==> config.mk <==
export PLATFORM = sky130hd
export DESIGN_NAME = json_string_unescaper
export DESIGN_NICKNAME = d
export VERILOG_FILES = /design/src/rtl/jsu_pkg.sv /design/src/rtl/json_string_unescaper.sv /design/src/rtl/jsu_res_queue.sv
export VERILOG_INCLUDE_DIRS = /design/src /design/src/rtl
export SDC_FILE = /design/constraint.sdc
export NUM_CORES = 1
export LEC_CHECK = 0
export ABC_AREA = 0
export BUFFER_PORTS_ARGS = -buffer_cell sky130_fd_sc_hd__buf_2
export CORE_ASPECT_RATIO = 2
export CORE_MARGIN = 4
export CORE_UTILIZATION = 30
export DETAILED_ROUTE_END_ITERATION = 8
export PLACE_DENSITY = 0.55
export SLEW_MARGIN = 20
export SYNTH_ARGS = -nofsm -noshare
export SYNTH_HDL_FRONTEND = slang
export SYNTH_HIERARCHICAL = 1
export SYNTH_SLANG_ARGS = --single-unit
==> constraint.sdc <==
create_clock -name clk_i -period 15.95 [get_ports clk_i]
set_input_delay 3.19 -clock clk_i [delete_from_list [all_inputs] [get_ports clk_i]]
set_output_delay 3.19 -clock clk_i [all_outputs]
set_load 0.005 [all_outputs]
==> src/rtl/json_string_unescaper_macros.svh <==
// Assertion macros for the JSON string unescaper.
// Used by the top level; relies on clk_i and rst_ni in the including module.
`ifndef JSON_STRING_UNESCAPER_MACROS_SVH
`define JSON_STRING_UNESCAPER_MACROS_SVH

// Same-cycle implication, disabled during reset
`define JSU_ASSERT_IMP(label, pre, post) \
  label: assert property (@(posedge clk_i) disable iff (!rst_ni) (pre) |-> (post)) \
    else $error("jsu assertion failed");

// Next-cycle implication, disabled during reset
`define JSU_ASSERT_NXT(label, pre, post) \
  label: assert property (@(posedge clk_i) disable iff (!rst_ni) (pre) |=> (post)) \
    else $error("jsu assertion failed");

`endif

==> src/rtl/jsu_pkg.sv <==
// Shared types and constants of the JSON string unescaper.
// No dependencies; used by jsu_res_queue, json_string_unescaper, the checker and the testbench.
package jsu_pkg;

  // Most results one source byte can cause, and width of a count of them
  localparam int MAX_RES = 8;
  localparam int CNT_W   = $clog2(MAX_RES + 1);

  // Defaults for the top-level parameters
  localparam int HEADER_BYTES_DEF = 8;
  localparam int PAD_ALIGN_DEF    = 8;

  // Reset value of the capacity register
  localparam logic [15:0] CAP_RESET = 16'hFFFF;

  typedef enum logic [1:0] {
    KIND_DATA  = 2'd0,
    KIND_PAD   = 2'd1,
    KIND_DONE  = 2'd2,
    KIND_ERROR = 2'd3
  } kind_e;

  typedef enum logic [2:0] {
    ERR_NONE     = 3'd0,
    ERR_DST_OVF  = 3'd1,
    ERR_SRC_OVF  = 3'd2,
    ERR_BAD_UNI  = 3'd3,
    ERR_BAD_ESC  = 3'd4,
    ERR_BAD_CHAR = 3'd5
  } err_e;

  // Input item
  typedef struct packed {
    logic [7:0] in_byte;
    logic       source_last;
  } jsu_in_t;

  // Result item
  typedef struct packed {
    logic [1:0]  out_kind;
    logic [7:0]  out_byte;
    logic [15:0] str_length;
    logic [2:0]  error_code;
    logic        run_last;
  } jsu_out_t;

  // All results caused by one input item
  typedef struct packed {
    logic [CNT_W-1:0]             count;
    jsu_out_t [MAX_RES-1:0]       items;
  } jsu_burst_t;

endpackage

==> src/rtl/json_string_unescaper.sv <==
// JSON string unescaper top level: decoder state, capacity register, result queue.
// Depends on jsu_pkg, jsu_res_queue and json_string_unescaper_macros.svh.
//
// Source bytes of one JSON string, opening quote first, go in one item per
// cycle while the result queue can take them; each byte is decoded
// combinationally into a burst of zero to MAX_RES results that is registered
// in a small result queue and leaves on the output one result per cycle
// while out_ready_i is high. The next input item waits until the byte's last
// result leaves (plain bytes and simple escapes give one data byte; a \uXXXX
// escape ends with up to three data bytes; the closing quote sends up to
// MAX_RES-1 padding bytes plus the done item). The next item is taken in the same
// cycle as the last result of the previous one. The capacity register is
// written through its own port, which is always ready.
`include "json_string_unescaper_macros.svh"

module json_string_unescaper
  import jsu_pkg::*;
#(
  parameter int HEADER_BYTES = HEADER_BYTES_DEF,
  parameter int PAD_ALIGN    = PAD_ALIGN_DEF
) (
  input  logic        clk_i,
  input  logic        rst_ni,
  input  logic        in_valid_i,
  output logic        in_ready_o,
  input  jsu_in_t     in_data_i,
  output logic        out_valid_o,
  input  logic        out_ready_i,
  output jsu_out_t    out_data_o,
  input  logic        cfg_valid_i,
  output logic        cfg_ready_o,
  input  logic [15:0] cfg_data_i
);

  // Width of length modulo PAD_ALIGN plus up to three new bytes
  localparam int PW = $clog2(PAD_ALIGN + 4);

  localparam logic [7:0] CH_QUOTE  = 8'h22;
  localparam logic [7:0] CH_BSLASH = 8'h5C;
  localparam logic [7:0] CH_SLASH  = 8'h2F;
  localparam logic [7:0] CH_TAB    = 8'h09;
  localparam logic [7:0] CH_DEL    = 8'h7F;

  typedef enum logic [1:0] {
    PH_IDLE = 2'd0,
    PH_TEXT = 2'd1,
    PH_ESC  = 2'd2,
    PH_HEX  = 2'd3
  } phase_e;

  // Hex digit: {valid, value}
  function automatic logic [4:0] hex_value(logic [7:0] c);
    logic [4:0] r;
    case (c) inside
      [8'h30:8'h39]: r = {1'b1, 4'(c - 8'h30)};
      [8'h61:8'h66]: r = {1'b1, 4'(c - 8'h57)};
      [8'h41:8'h46]: r = {1'b1, 4'(c - 8'h37)};
      default:       r = 5'd0;
    endcase
    return r;
  endfunction

  // Simple escape: {ok, is_unicode, byte}
  function automatic logic [9:0] esc_value(logic [7:0] c);
    logic [9:0] r;
    case (c)
      CH_QUOTE, CH_BSLASH, CH_SLASH: r = {2'b10, c};
      8'h62:   r = {2'b10, 8'h08};  // b
      8'h66:   r = {2'b10, 8'h0C};  // f
      8'h6E:   r = {2'b10, 8'h0A};  // n
      8'h72:   r = {2'b10, 8'h0D};  // r
      8'h74:   r = {2'b10, 8'h09};  // t
      8'h75:   r = {2'b11, 8'h00};  // u
      default: r = 10'd0;
    endcase
    return r;
  endfunction

  // True when n more bytes would reach the capacity
  function automatic logic no_room(logic [15:0] bw, logic [15:0] cap, logic [PW-1:0] n);
    return ({1'b0, bw} + 17'(n)) >= {1'b0, cap};
  endfunction

  // Length modulo PAD_ALIGN after adding n bytes
  function automatic logic [PW-1:0] mod_add(logic [PW-1:0] m, logic [1:0] n);
    logic [PW-1:0] s;
    s = m + PW'(n);
    for (int k = 0; k < 3; k++) begin
      if (s >= PW'(PAD_ALIGN)) s = s - PW'(PAD_ALIGN);
    end
    return s;
  endfunction

  phase_e        phase_q, phase_d;
  logic [1:0]    hc_q, hc_d;
  logic [15:0]   cp_q, cp_d;
  logic [15:0]   bw_q, bw_d;
  logic [15:0]   len_q, len_d;
  logic [PW-1:0] mod_q, mod_d;
  logic [15:0]   cap_q;

  logic          accept;
  logic [7:0]    c;
  logic [4:0]    hex;
  logic [9:0]    esc;
  logic [15:0]   cp_new;
  logic [1:0]    enc_n;
  logic [7:0]    enc_b [3];
  logic [PW-1:0] pad;
  logic [CNT_W-1:0] pad_emit;

  logic [CNT_W-1:0] lead_n;
  logic             lead_pad;
  logic [7:0]       lead_b [MAX_RES];
  logic             tail_v;
  kind_e            tail_kind;
  err_e             tail_err;
  logic             finished;
  jsu_burst_t       burst;
  logic             can_load;

  assign cfg_ready_o = 1'b1;
  assign in_ready_o  = can_load;
  assign accept      = in_valid_i && in_ready_o;
  assign c           = in_data_i.in_byte;
  assign hex         = hex_value(c);
  assign esc         = esc_value(c);
  assign cp_new      = {cp_q[11:0], hex[3:0]};

  // UTF-8 encoding of the finished code point
  always_comb begin
    enc_b[1] = {2'b10, cp_new[5:0]};
    enc_b[2] = {2'b10, cp_new[5:0]};
    if (cp_new <= 16'h007F) begin
      enc_n    = 2'd1;
      enc_b[0] = cp_new[7:0];
    end else if (cp_new <= 16'h07FF) begin
      enc_n    = 2'd2;
      enc_b[0] = {3'b110, cp_new[10:6]};
    end else begin
      enc_n    = 2'd3;
      enc_b[0] = {4'hE, cp_new[15:12]};
      enc_b[1] = {2'b10, cp_new[11:6]};
    end
  end

  // Padding to the next multiple of PAD_ALIGN; emitted part is capped
  assign pad      = (mod_q == '0) ? '0 : PW'(PAD_ALIGN) - mod_q;
  assign pad_emit = (int'(pad) > MAX_RES - 1) ? CNT_W'(MAX_RES - 1) : CNT_W'(pad);

  // Decoder: next state and results of the current byte
  always_comb begin
    phase_d   = phase_q;
    hc_d      = hc_q;
    cp_d      = cp_q;
    bw_d      = bw_q;
    len_d     = len_q;
    mod_d     = mod_q;
    lead_n    = '0;
    lead_pad  = 1'b0;
    for (int k = 0; k < MAX_RES; k++) lead_b[k] = '0;
    tail_v    = 1'b0;
    tail_kind = KIND_ERROR;
    tail_err  = ERR_NONE;
    finished  = 1'b0;

    case (phase_q)
      PH_IDLE: begin
        if (c != CH_QUOTE) begin
          tail_v   = 1'b1;
          tail_err = ERR_BAD_CHAR;
          finished = 1'b1;
        end else begin
          bw_d  = '0;
          len_d = '0;
          hc_d  = '0;
          cp_d  = '0;
          mod_d = '0;
          if (17'(HEADER_BYTES) >= {1'b0, cap_q}) begin
            tail_v   = 1'b1;
            tail_err = ERR_DST_OVF;
            finished = 1'b1;
          end else begin
            bw_d    = 16'(HEADER_BYTES);
            phase_d = PH_TEXT;
          end
        end
      end
      PH_HEX: begin
        if (!hex[4]) begin
          tail_v   = 1'b1;
          tail_err = ERR_BAD_UNI;
          finished = 1'b1;
          phase_d  = PH_IDLE;
        end else begin
          cp_d = cp_new;
          hc_d = hc_q + 2'd1;
          if (hc_q == 2'd3) begin
            phase_d = PH_TEXT;
            if (no_room(bw_q, cap_q, PW'(enc_n))) begin
              tail_v   = 1'b1;
              tail_err = ERR_DST_OVF;
              finished = 1'b1;
              phase_d  = PH_IDLE;
            end else begin
              lead_n    = CNT_W'(enc_n);
              lead_b[0] = enc_b[0];
              lead_b[1] = enc_b[1];
              lead_b[2] = enc_b[2];
              bw_d      = bw_q + 16'(enc_n);
              len_d     = len_q + 16'(enc_n);
              mod_d     = mod_add(mod_q, enc_n);
            end
          end
        end
      end
      PH_ESC: begin
        if (!esc[9]) begin
          tail_v   = 1'b1;
          tail_err = ERR_BAD_ESC;
          finished = 1'b1;
          phase_d  = PH_IDLE;
        end else if (esc[8]) begin
          cp_d    = '0;
          hc_d    = '0;
          phase_d = PH_HEX;
        end else if (no_room(bw_q, cap_q, PW'(1))) begin
          tail_v   = 1'b1;
          tail_err = ERR_DST_OVF;
          finished = 1'b1;
          phase_d  = PH_IDLE;
        end else begin
          phase_d   = PH_TEXT;
          lead_n    = CNT_W'(1);
          lead_b[0] = esc[7:0];
          bw_d      = bw_q + 16'd1;
          len_d     = len_q + 16'd1;
          mod_d     = mod_add(mod_q, 2'd1);
        end
      end
      default: begin
        if (c == CH_BSLASH) begin
          phase_d = PH_ESC;
        end else if (c == CH_QUOTE) begin
          // Closing quote: padding, then done, or an overflow error
          finished = 1'b1;
          tail_v   = 1'b1;
          phase_d  = PH_IDLE;
          if (no_room(bw_q, cap_q, pad)) begin
            tail_err = ERR_DST_OVF;
          end else begin
            lead_pad  = 1'b1;
            lead_n    = pad_emit;
            bw_d      = bw_q + 16'(pad);
            tail_kind = KIND_DONE;
          end
        end else if ((c < 8'h20 && c != CH_TAB) || c == CH_DEL) begin
          tail_v   = 1'b1;
          tail_err = ERR_BAD_CHAR;
          finished = 1'b1;
          phase_d  = PH_IDLE;
        end else if (no_room(bw_q, cap_q, PW'(1))) begin
          tail_v   = 1'b1;
          tail_err = ERR_DST_OVF;
          finished = 1'b1;
          phase_d  = PH_IDLE;
        end else begin
          lead_n    = CNT_W'(1);
          lead_b[0] = c;
          bw_d      = bw_q + 16'd1;
          len_d     = len_q + 16'd1;
          mod_d     = mod_add(mod_q, 2'd1);
        end
      end
    endcase

    // Source ran out before the string ended
    if (!finished && in_data_i.source_last) begin
      tail_v    = 1'b1;
      tail_kind = KIND_ERROR;
      tail_err  = ERR_SRC_OVF;
      phase_d   = PH_IDLE;
    end
  end

  // Lay the results out in order: lead bytes, then the tail item
  always_comb begin
    burst.count = lead_n + CNT_W'(tail_v);
    for (int i = 0; i < MAX_RES; i++) begin
      if (CNT_W'(i) < lead_n) begin
        burst.items[i].out_kind   = lead_pad ? KIND_PAD : KIND_DATA;
        burst.items[i].out_byte   = lead_pad ? 8'd0 : lead_b[i];
        burst.items[i].str_length = '0;
        burst.items[i].error_code = ERR_NONE;
      end else begin
        burst.items[i].out_kind   = tail_kind;
        burst.items[i].out_byte   = '0;
        burst.items[i].str_length = (tail_kind == KIND_DONE) ? len_q : 16'd0;
        burst.items[i].error_code = (tail_kind == KIND_DONE) ? ERR_NONE : tail_err;
      end
      burst.items[i].run_last = (CNT_W'(i) == burst.count - CNT_W'(1));
    end
  end

  // Decoder state and capacity register
  always_ff @(posedge clk_i or negedge rst_ni) begin
    if (!rst_ni) begin
      phase_q <= PH_IDLE;
      hc_q    <= '0;
      cp_q    <= '0;
      bw_q    <= '0;
      len_q   <= '0;
      mod_q   <= '0;
      cap_q   <= CAP_RESET;
    end else begin
      if (accept) begin
        phase_q <= phase_d;
        hc_q    <= hc_d;
        cp_q    <= cp_d;
        bw_q    <= bw_d;
        len_q   <= len_d;
        mod_q   <= mod_d;
      end
      if (cfg_valid_i) begin
        cap_q <= cfg_data_i;
      end
    end
  end

  jsu_res_queue u_queue (
    .clk_i      (clk_i),
    .rst_ni     (rst_ni),
    .load_i     (accept),
    .burst_i    (burst),
    .can_load_o (can_load),
    .out_valid_o(out_valid_o),
    .out_ready_i(out_ready_i),
    .out_data_o (out_data_o)
  );

  // An item is taken only when no result is pending or the previous item's last result is leaving
  `JSU_ASSERT_IMP(a_accept_drained, accept,
                  !out_valid_o || (out_ready_i && out_data_o.run_last))
  // Done always closes the results of its byte
  `JSU_ASSERT_IMP(a_done_last, out_valid_o && (out_data_o.out_kind == KIND_DONE),
                  out_data_o.run_last)
  // Inside a string the destination holds exactly header plus decoded bytes
  `JSU_ASSERT_IMP(a_bw_track, phase_q != PH_IDLE,
                  bw_q == len_q + 16'(HEADER_BYTES))
  // The length modulo PAD_ALIGN stays below PAD_ALIGN after every accepted item
  `JSU_ASSERT_NXT(a_mod_range, accept, int'(mod_q) < PAD_ALIGN)

endmodule

==> src/rtl/jsu_res_queue.sv <==
// Result queue: holds the results of one input item and hands them out in order.
// Depends on jsu_pkg.
module jsu_res_queue
  import jsu_pkg::*;
(
  input  logic       clk_i,
  input  logic       rst_ni,
  input  logic       load_i,
  input  jsu_burst_t burst_i,
  output logic       can_load_o,
  output logic       out_valid_o,
  input  logic       out_ready_i,
  output jsu_out_t   out_data_o
);

  logic [CNT_W-1:0]       count_q, count_d;
  jsu_out_t [MAX_RES-1:0] items_q, items_d;
  logic                   pop;

  assign out_valid_o = (count_q != '0);
  assign out_data_o  = items_q[0];
  assign pop         = out_valid_o && out_ready_i;
  // New burst fits when the queue is empty or its last pending result leaves this cycle
  assign can_load_o  = (count_q == '0) || ((count_q == CNT_W'(1)) && out_ready_i);

  // Load a burst or shift toward the head
  always_comb begin
    count_d = count_q;
    items_d = items_q;
    if (load_i) begin
      count_d = burst_i.count;
      items_d = burst_i.items;
    end else if (pop) begin
      count_d = count_q - CNT_W'(1);
      for (int k = 0; k < MAX_RES - 1; k++) begin
        items_d[k] = items_q[k + 1];
      end
    end
  end

  always_ff @(posedge clk_i or negedge rst_ni) begin
    if (!rst_ni) begin
      count_q <= '0;
    end else begin
      count_q <= count_d;
    end
  end

  always_ff @(posedge clk_i) begin
    items_q <= items_d;
  end

endmodule

* Yosys cells after proc, flatten, opt, wreduce, memory -nomap -nowiden *
Cells that the tools add are included.

word-level totals
  flip-flop bits (word level) = 312
  output and inout bits = 33
  logic and storage cells = 352
  bits of input ports = 30

cells by class
  equality and inequality tests = 41
  reduce and logical (&&, ||, !) cells = 26
  add/subtract/negate cells = 26
  muxes and demuxes = 181
  order comparisons = 30

operator list
  kind                                                      number
  two-way mux 210 bit                                       2
  two-way mux 16 bit                                        23
  two-way mux 29 bit                                        8
  two-way mux 4 bit                                         52
  one-hot mux 16 bit (3 select lines)                       2
  two-way mux 8 bit                                         11
  two-way mux 24 bit                                        3
  one-hot mux 10 bit (7 select lines)                       1
  equality test 8 x 7 -> 1 bit, second input constant       8
  greater-or-equal comparator 17 x 16 -> 1 bit              3
  two-way mux 2 bit                                         21
  two-way mux 12 bit                                        3
  one-hot mux 12 bit (3 select lines)                       1
  two-way mux 1 bit                                         34
  adder 16 x 1 -> 16 bit, second input constant             2
  adder 16 x 2 -> 16 bit                                    2
  greater-or-equal comparator 4 bit, second input constant  8
  subtractor 4 bit, second input constant                   8
  one-hot mux 4 bit (3 select lines)                        2
  one-hot mux 8 bit (3 select lines)                        1
  two-way mux 3 bit                                         7
  AND reduction 10 bit                                      2
  two-way mux 6 bit                                         3
  adder 16 x 1 -> 17 bit, second input constant             1
  53 further kinds                                          96

* Depth between registers and ports, before layout *
  word-level depth = 27
  depth in mapped cells = 27
  gate-level depth less buffers = 25

* Modules after synthesis *
Netlist, hierarchy kept.

modules (own cells, without submodules)
  module                 instances  area each (um2)  seq. area each (um2)  cells each
  jsu_res_queue          1          10,213.5         7,307.0               536
  json_string_unescaper  1          8,553.2          1,721.7               1,185

* Least setup slack after synthesis *
No wires, ideal clock.

  kind = input to register
  from = in out_ready_i
  to = reg u_queue/items_q[100] in the netlist's numbering, enable pin
  setup time = 479 ps
  setup slack = 7,994 ps
  required time = 15,471 ps
  arrival = 7,477 ps
  stages on the path = 9
  path buffers = 4
  cells stage by stage = buf_2 a21oi_1 nor3_1 nand2_1 inv_1 clkbuf_1 buf_2 buf_2 a21o_2

between the ends
  word-level cells in the longest chain between the ends = 4
  elaborated cells on any way between the ends = 5
  classes of those cells = 5 x reduce/logical

RTL lines
  what                          line                          text
  start: declaration            json_string_unescaper.sv:28   input logic out_ready_i,
  logical AND 1 bit             jsu_res_queue.sv:24           assign can_load_o = (count_q == '0) || ((count_q == CNT_W'(1)) && out_ready_i);
  logical OR 1 bit              jsu_res_queue.sv:24
  via in_ready_o                json_string_unescaper.sv:25   output logic in_ready_o,
  logical AND 1 bit             json_string_unescaper.sv:124  assign accept = in_valid_i && in_ready_o;
  via accept                    json_string_unescaper.sv:102  logic accept;
  nonzero test 2 bit (no line)  -
  end signal: assignment        jsu_res_queue.sv:50           items_q <= items_d;
  end: declaration              jsu_res_queue.sv:17           jsu_out_t [MAX_RES-1:0] items_q, items_d;

The timed path passes the listed nets, and every way through them passes these cells.
A chain may end at the register's enable or synchronous reset.

==> impl_metrics.py <==
metrics = {
    "clock_tree": {
        "clkTransAtPathRegs_ps": 70,
        "clockBufferDepth": 3,
        "clk_latency_ps": 590,
        "cts_tree": "done",
        "cts_sinks": 312,
        "cts_setup_buffers": 0,
        "cts-hold-fix-buffers": 0,
        "cts_resized": 0,
        "cts_max_level": 1,
        "cts-root-buf": "clkbuf_16",
        "cts_buffers": 30,
    },
    "power": {
        "p_comb_share_pct": 32.4,
        "switching_share_pct": 31.7,
        "power_leakage_nw": 7.97,
        "clock_power_share_pct": 22.4,
        "p_switching_mw": 1.04,
        "p_seq_share_pct": 45.2,
        "total_power_mw": 3.30,
        "internal-power_mw": 2.25,
        "ir_drop_mv": 0.134,
        "power_density_nw_per_um2": 159,
    },
    "cells_and_area": {
        "seq_area_um2": 9030,
        "fill_cells": 6347,
        "drive_gt1_share_pct": 21.9,
        "fin_area_um2": 20700,
        "area_growth_syn_to_layout_pct": 10.2,
        "multi_input_area_um2": 8900,
        "finalNetCount": 1839,
    },
    "synth": {
        "synth_edf_count": 240,
        "synth.distinct_cells": 94,
        "synth_seq_area_share_pct": 48.1,
        "ys_warn_count": 6,
        "synth_ff_type": "edfxtp_1",
        "async_reset_ff_share_pct": 23.1,
        "syn_area_per_cell_um2": 10.9,
        "ys_ff_latch": 312,
        "synthCells": 1721,
        "syn-cell-area_um2": 18800,
    },
    "timing": {
        "worst_pin_slew_ps": 1080,
        "fin_setup_tns_ps": 0,
        "hold_viol": 0,
        "post-route-period-util_pct": 48.0,
        "rsz0062_at_grt": "false",
        "max_clock_freq_ghz": 0.131,
        "setup-violations-final": 0,
        "max_slew_margin_pct": 27.8,
        "fin_crit_ps": 7650,
        "finalClockSkew_ps": 17.6,
        "slew_viol_final": 0,
    },
    "route": {
        "wl_per_cell_um": 19.9,
        "drt_wl_total_mm": 50.6,
        "ant_nets": 0,
        "drt-initial-drc-count": 995,
        "wl_met2_mm": 26.7,
        "met3WireLength_mm": 2.27,
        "drt-pass1-iter-count": 5,
        "route.vias.total": 13200,
        "route.detailed.drc": 0,
        "viasPerCell": 5.19,
        "met1Wirelength_mm": 18.5,
        "top_layer_used": "met5",
    },
    "global_routing": {
        "overflow": 0,
        "grt_pass1_vias": 13700,
        "grt_pass1_wl_mm": 78.0,
        "track_usage_pct": 14.7,
        "grt_max_degree": 147,
        "antenna_found_initial": 7,
    },
    "placement": {
        "port_buffers": 61,
        "hpwlAfterDp_mm": 35.6,
        "placed_area_um2": 19700,
        "gp_congestion": 0.919,
    },
    "flow_run": {
        "maxCapViolCount": 0,
    },
    "die": {
        "io-pin-count": 63,
        "start_util_pct": 30.3,
        "fp-row-count": 129,
        "core_um2": 62000,
        "dieArea_um2": 66900,
        "die_h_um": 362,
        "die_w_um": 185,
    },
    "setup_path": {
        "critPathKind": "register to register",
        "crit_path_max_fanout": 17,
        "cp_cell_sequence": "nor4_1, nor2b_1, nand2_1, ha_1, inv_1, fa_1, nor2_1, nand2_1, nor2_1, xor2_1, ha_1, nand4_1, nor3_1, a211oi_1, a31oi_1, or4_1, inv_1, or2_1, and3_1, nor2_1, mux2_2",
        "worst_path_largest_cell_delay_ps": 880,
        "critPathLaunchType": "register",
        "required_ps": 16270,
        "cp_slowest_cell": "and3_1",
        "critPathCaptureType": "register",
        "cp_data_arrival_time_ps": 7980,
        "crit_path_frequent_cell": "nor2_1",
    },
    "status": {
        "status": "finished clean",
    },
    "worst_hold_path": {
        "hold_path.class": "register to register",
    },
}
[flip-flops by register name, indices dropped and copies added, names as in the netlist]
signal / count
cp_q: 12
cap_q: 16
hc_q: 2
phase_q: 2
u_queue/out_data_o: 30
len_q: 16
u_queue/items_q: 210
bw_q: 16
u_queue/count_q: 4
mod_q: 4
[routing by layer]
layer,GRT usage (%),vias to the layer above
met1,15.5,6453
met5,0,-
met2,27.3,344
met3,2.35,158
met4,8.21,8
li1,-,6257
[placed cells by master, fill, tap and decap left out, drive strengths merged, types with 16 or more instances in the layout]
| cell | netlist | final |
|---|---|---|
| edfxtp | 240 | 240 |
| mux2 | 212 | 212 |
| nand2 | 138 | 138 |
| nor2 | 118 | 118 |
| buf | 82 | 81 |
| inv | 72 | 75 |
| o21ai | 74 | 74 |
| ha | 73 | 73 |
| and2 | 72 | 72 |
| a21oi | 72 | 72 |
| dfrtp | 56 | 56 |
| clkbuf | 62 | 45 |
| conb | 2 | 44 |
| nand3 | 35 | 35 |
| and3 | 32 | 32 |
| xnor2 | 30 | 30 |
| nor3 | 27 | 27 |
| xor2 | 18 | 18 |
| nand2b | 18 | 18 |
| dfstp | 16 | 16 |
| nor4 | 16 | 16 |
[critical path, delay by kind of cell, from the launching register on]
| family | cells | cell delay [ps] |
|---|---|---|
| mux | 1 | 290 |
| buf+inv | 2 | 290 |
| compound gates | 2 | 690 |
| simple gates | 12 | 4660 |
| xor+xnor | 1 | 160 |
| flops | 1 | 410 |
| fa+ha+maj | 3 | 880 |
[cells in the mapped netlist, drive strengths merged (8+ instances only)]
cell | n | area share [%]
edfxtp | 240 | 38
mux2 | 212 | 13
nand2 | 138 | 2.8
nor2 | 118 | 2.4
buf | 82 | 2.7
o21ai | 74 | 2.0
ha | 73 | 4.9
a21oi | 72 | 2.0
and2 | 72 | 2.4
inv | 72 | 1.4
clkbuf | 62 | 1.3
dfrtp | 56 | 7.5
nand3 | 35 | 0.93
and3 | 32 | 1.1
xnor2 | 30 | 1.4
nor3 | 27 | 0.81
nand2b | 18 | 0.60
xor2 | 18 | 0.84
dfstp | 16 | 2.2
nor4 | 16 | 0.60
nand4 | 15 | 0.50
nor2b | 15 | 0.50
a211o | 13 | 0.61
nor3b | 13 | 0.52
a211oi | 11 | 0.44
nor4b | 11 | 0.59
o22ai | 11 | 0.37
a31oi | 10 | 0.33
o21bai | 9 | 0.36
o31ai | 9 | 0.36
or3 | 9 | 0.33
a221o | 8 | 0.43
[kinds of logic (layout without fill, tap and decap cells)]
family                   Yosys count  after routing  synth area share (%)
AND/OR/NAND/NOR                  546            546                  15.2
flip-flops                       312            312                  48.1
AO/OA/AOI/OAI                    300            300                  10.7
multiplexers                     218            218                  13.0
buffers and inverters            218            211                  5.39
adder cells (fa/ha/maj)           77             77                  5.29
XOR/XNOR                          48             48                  2.24
other                              2             48                0.0400
[layout make-up]
cell class	count	area share, %
sequential	312	43.6
multi-input combinational	1233	43.0
tap	786	4.75
clock buffer	45	4.25
timing repair buffer	81	2.31
inverter	74	1.38
clock inverter	11	0.587
antenna	4	0.0484
[per-stage QoR]
stage	hold slack (ps)	util [%]	std cells	setup slack, ps
after floorplan	454	-	1763	7990
after global placement	467	31.7	2485	8080
after detailed placement	486	31.7	2485	7990
after CTS	502	33.3	2541	8350
after global routing	547	33.4	2543	7740
final	497	33.4	2546	8300
[path summary, 6_finish.rpt]
check                                startpoint                        endpoint  slack [ps]  cells past startpoint
min in group asynchronous                rst_ni             bw_q[3]$_DFFE_PN0P_        2570                      1
setup / recovery           cp_q[11]$_DFFE_PN0P_  u_queue/items_q[194]$_DFFE_PP_        8300                     21
setup reg to reg           cp_q[11]$_DFFE_PN0P_  u_queue/items_q[194]$_DFFE_PP_        8300                     21
hold / removal              hc_q[1]$_DFFE_PN0P_             hc_q[1]$_DFFE_PN0P_         500                      2
max in group asynchronous                rst_ni            len_q[4]$_DFFE_PN0P_       12390                      2
hold reg to reg             hc_q[1]$_DFFE_PN0P_             hc_q[1]$_DFFE_PN0P_         500                      2
[power groups by stage]
stage | Clock (mW) | Combinational [mW] | Sequential (mW)
6_report | 0.738 | 1.07 | 1.49
5_1_grt | 0.796 | 1.17 | 1.52
4_1_cts | 0.765 | 1.09 | 1.50
3_5_place_dp | 0 | 1.08 | 1.51
3_3_place_gp | 0 | 1.05 | 1.50
2_1_floorplan | 0 | 0.861 | 1.46
Power figures use the tool's default switching activity.
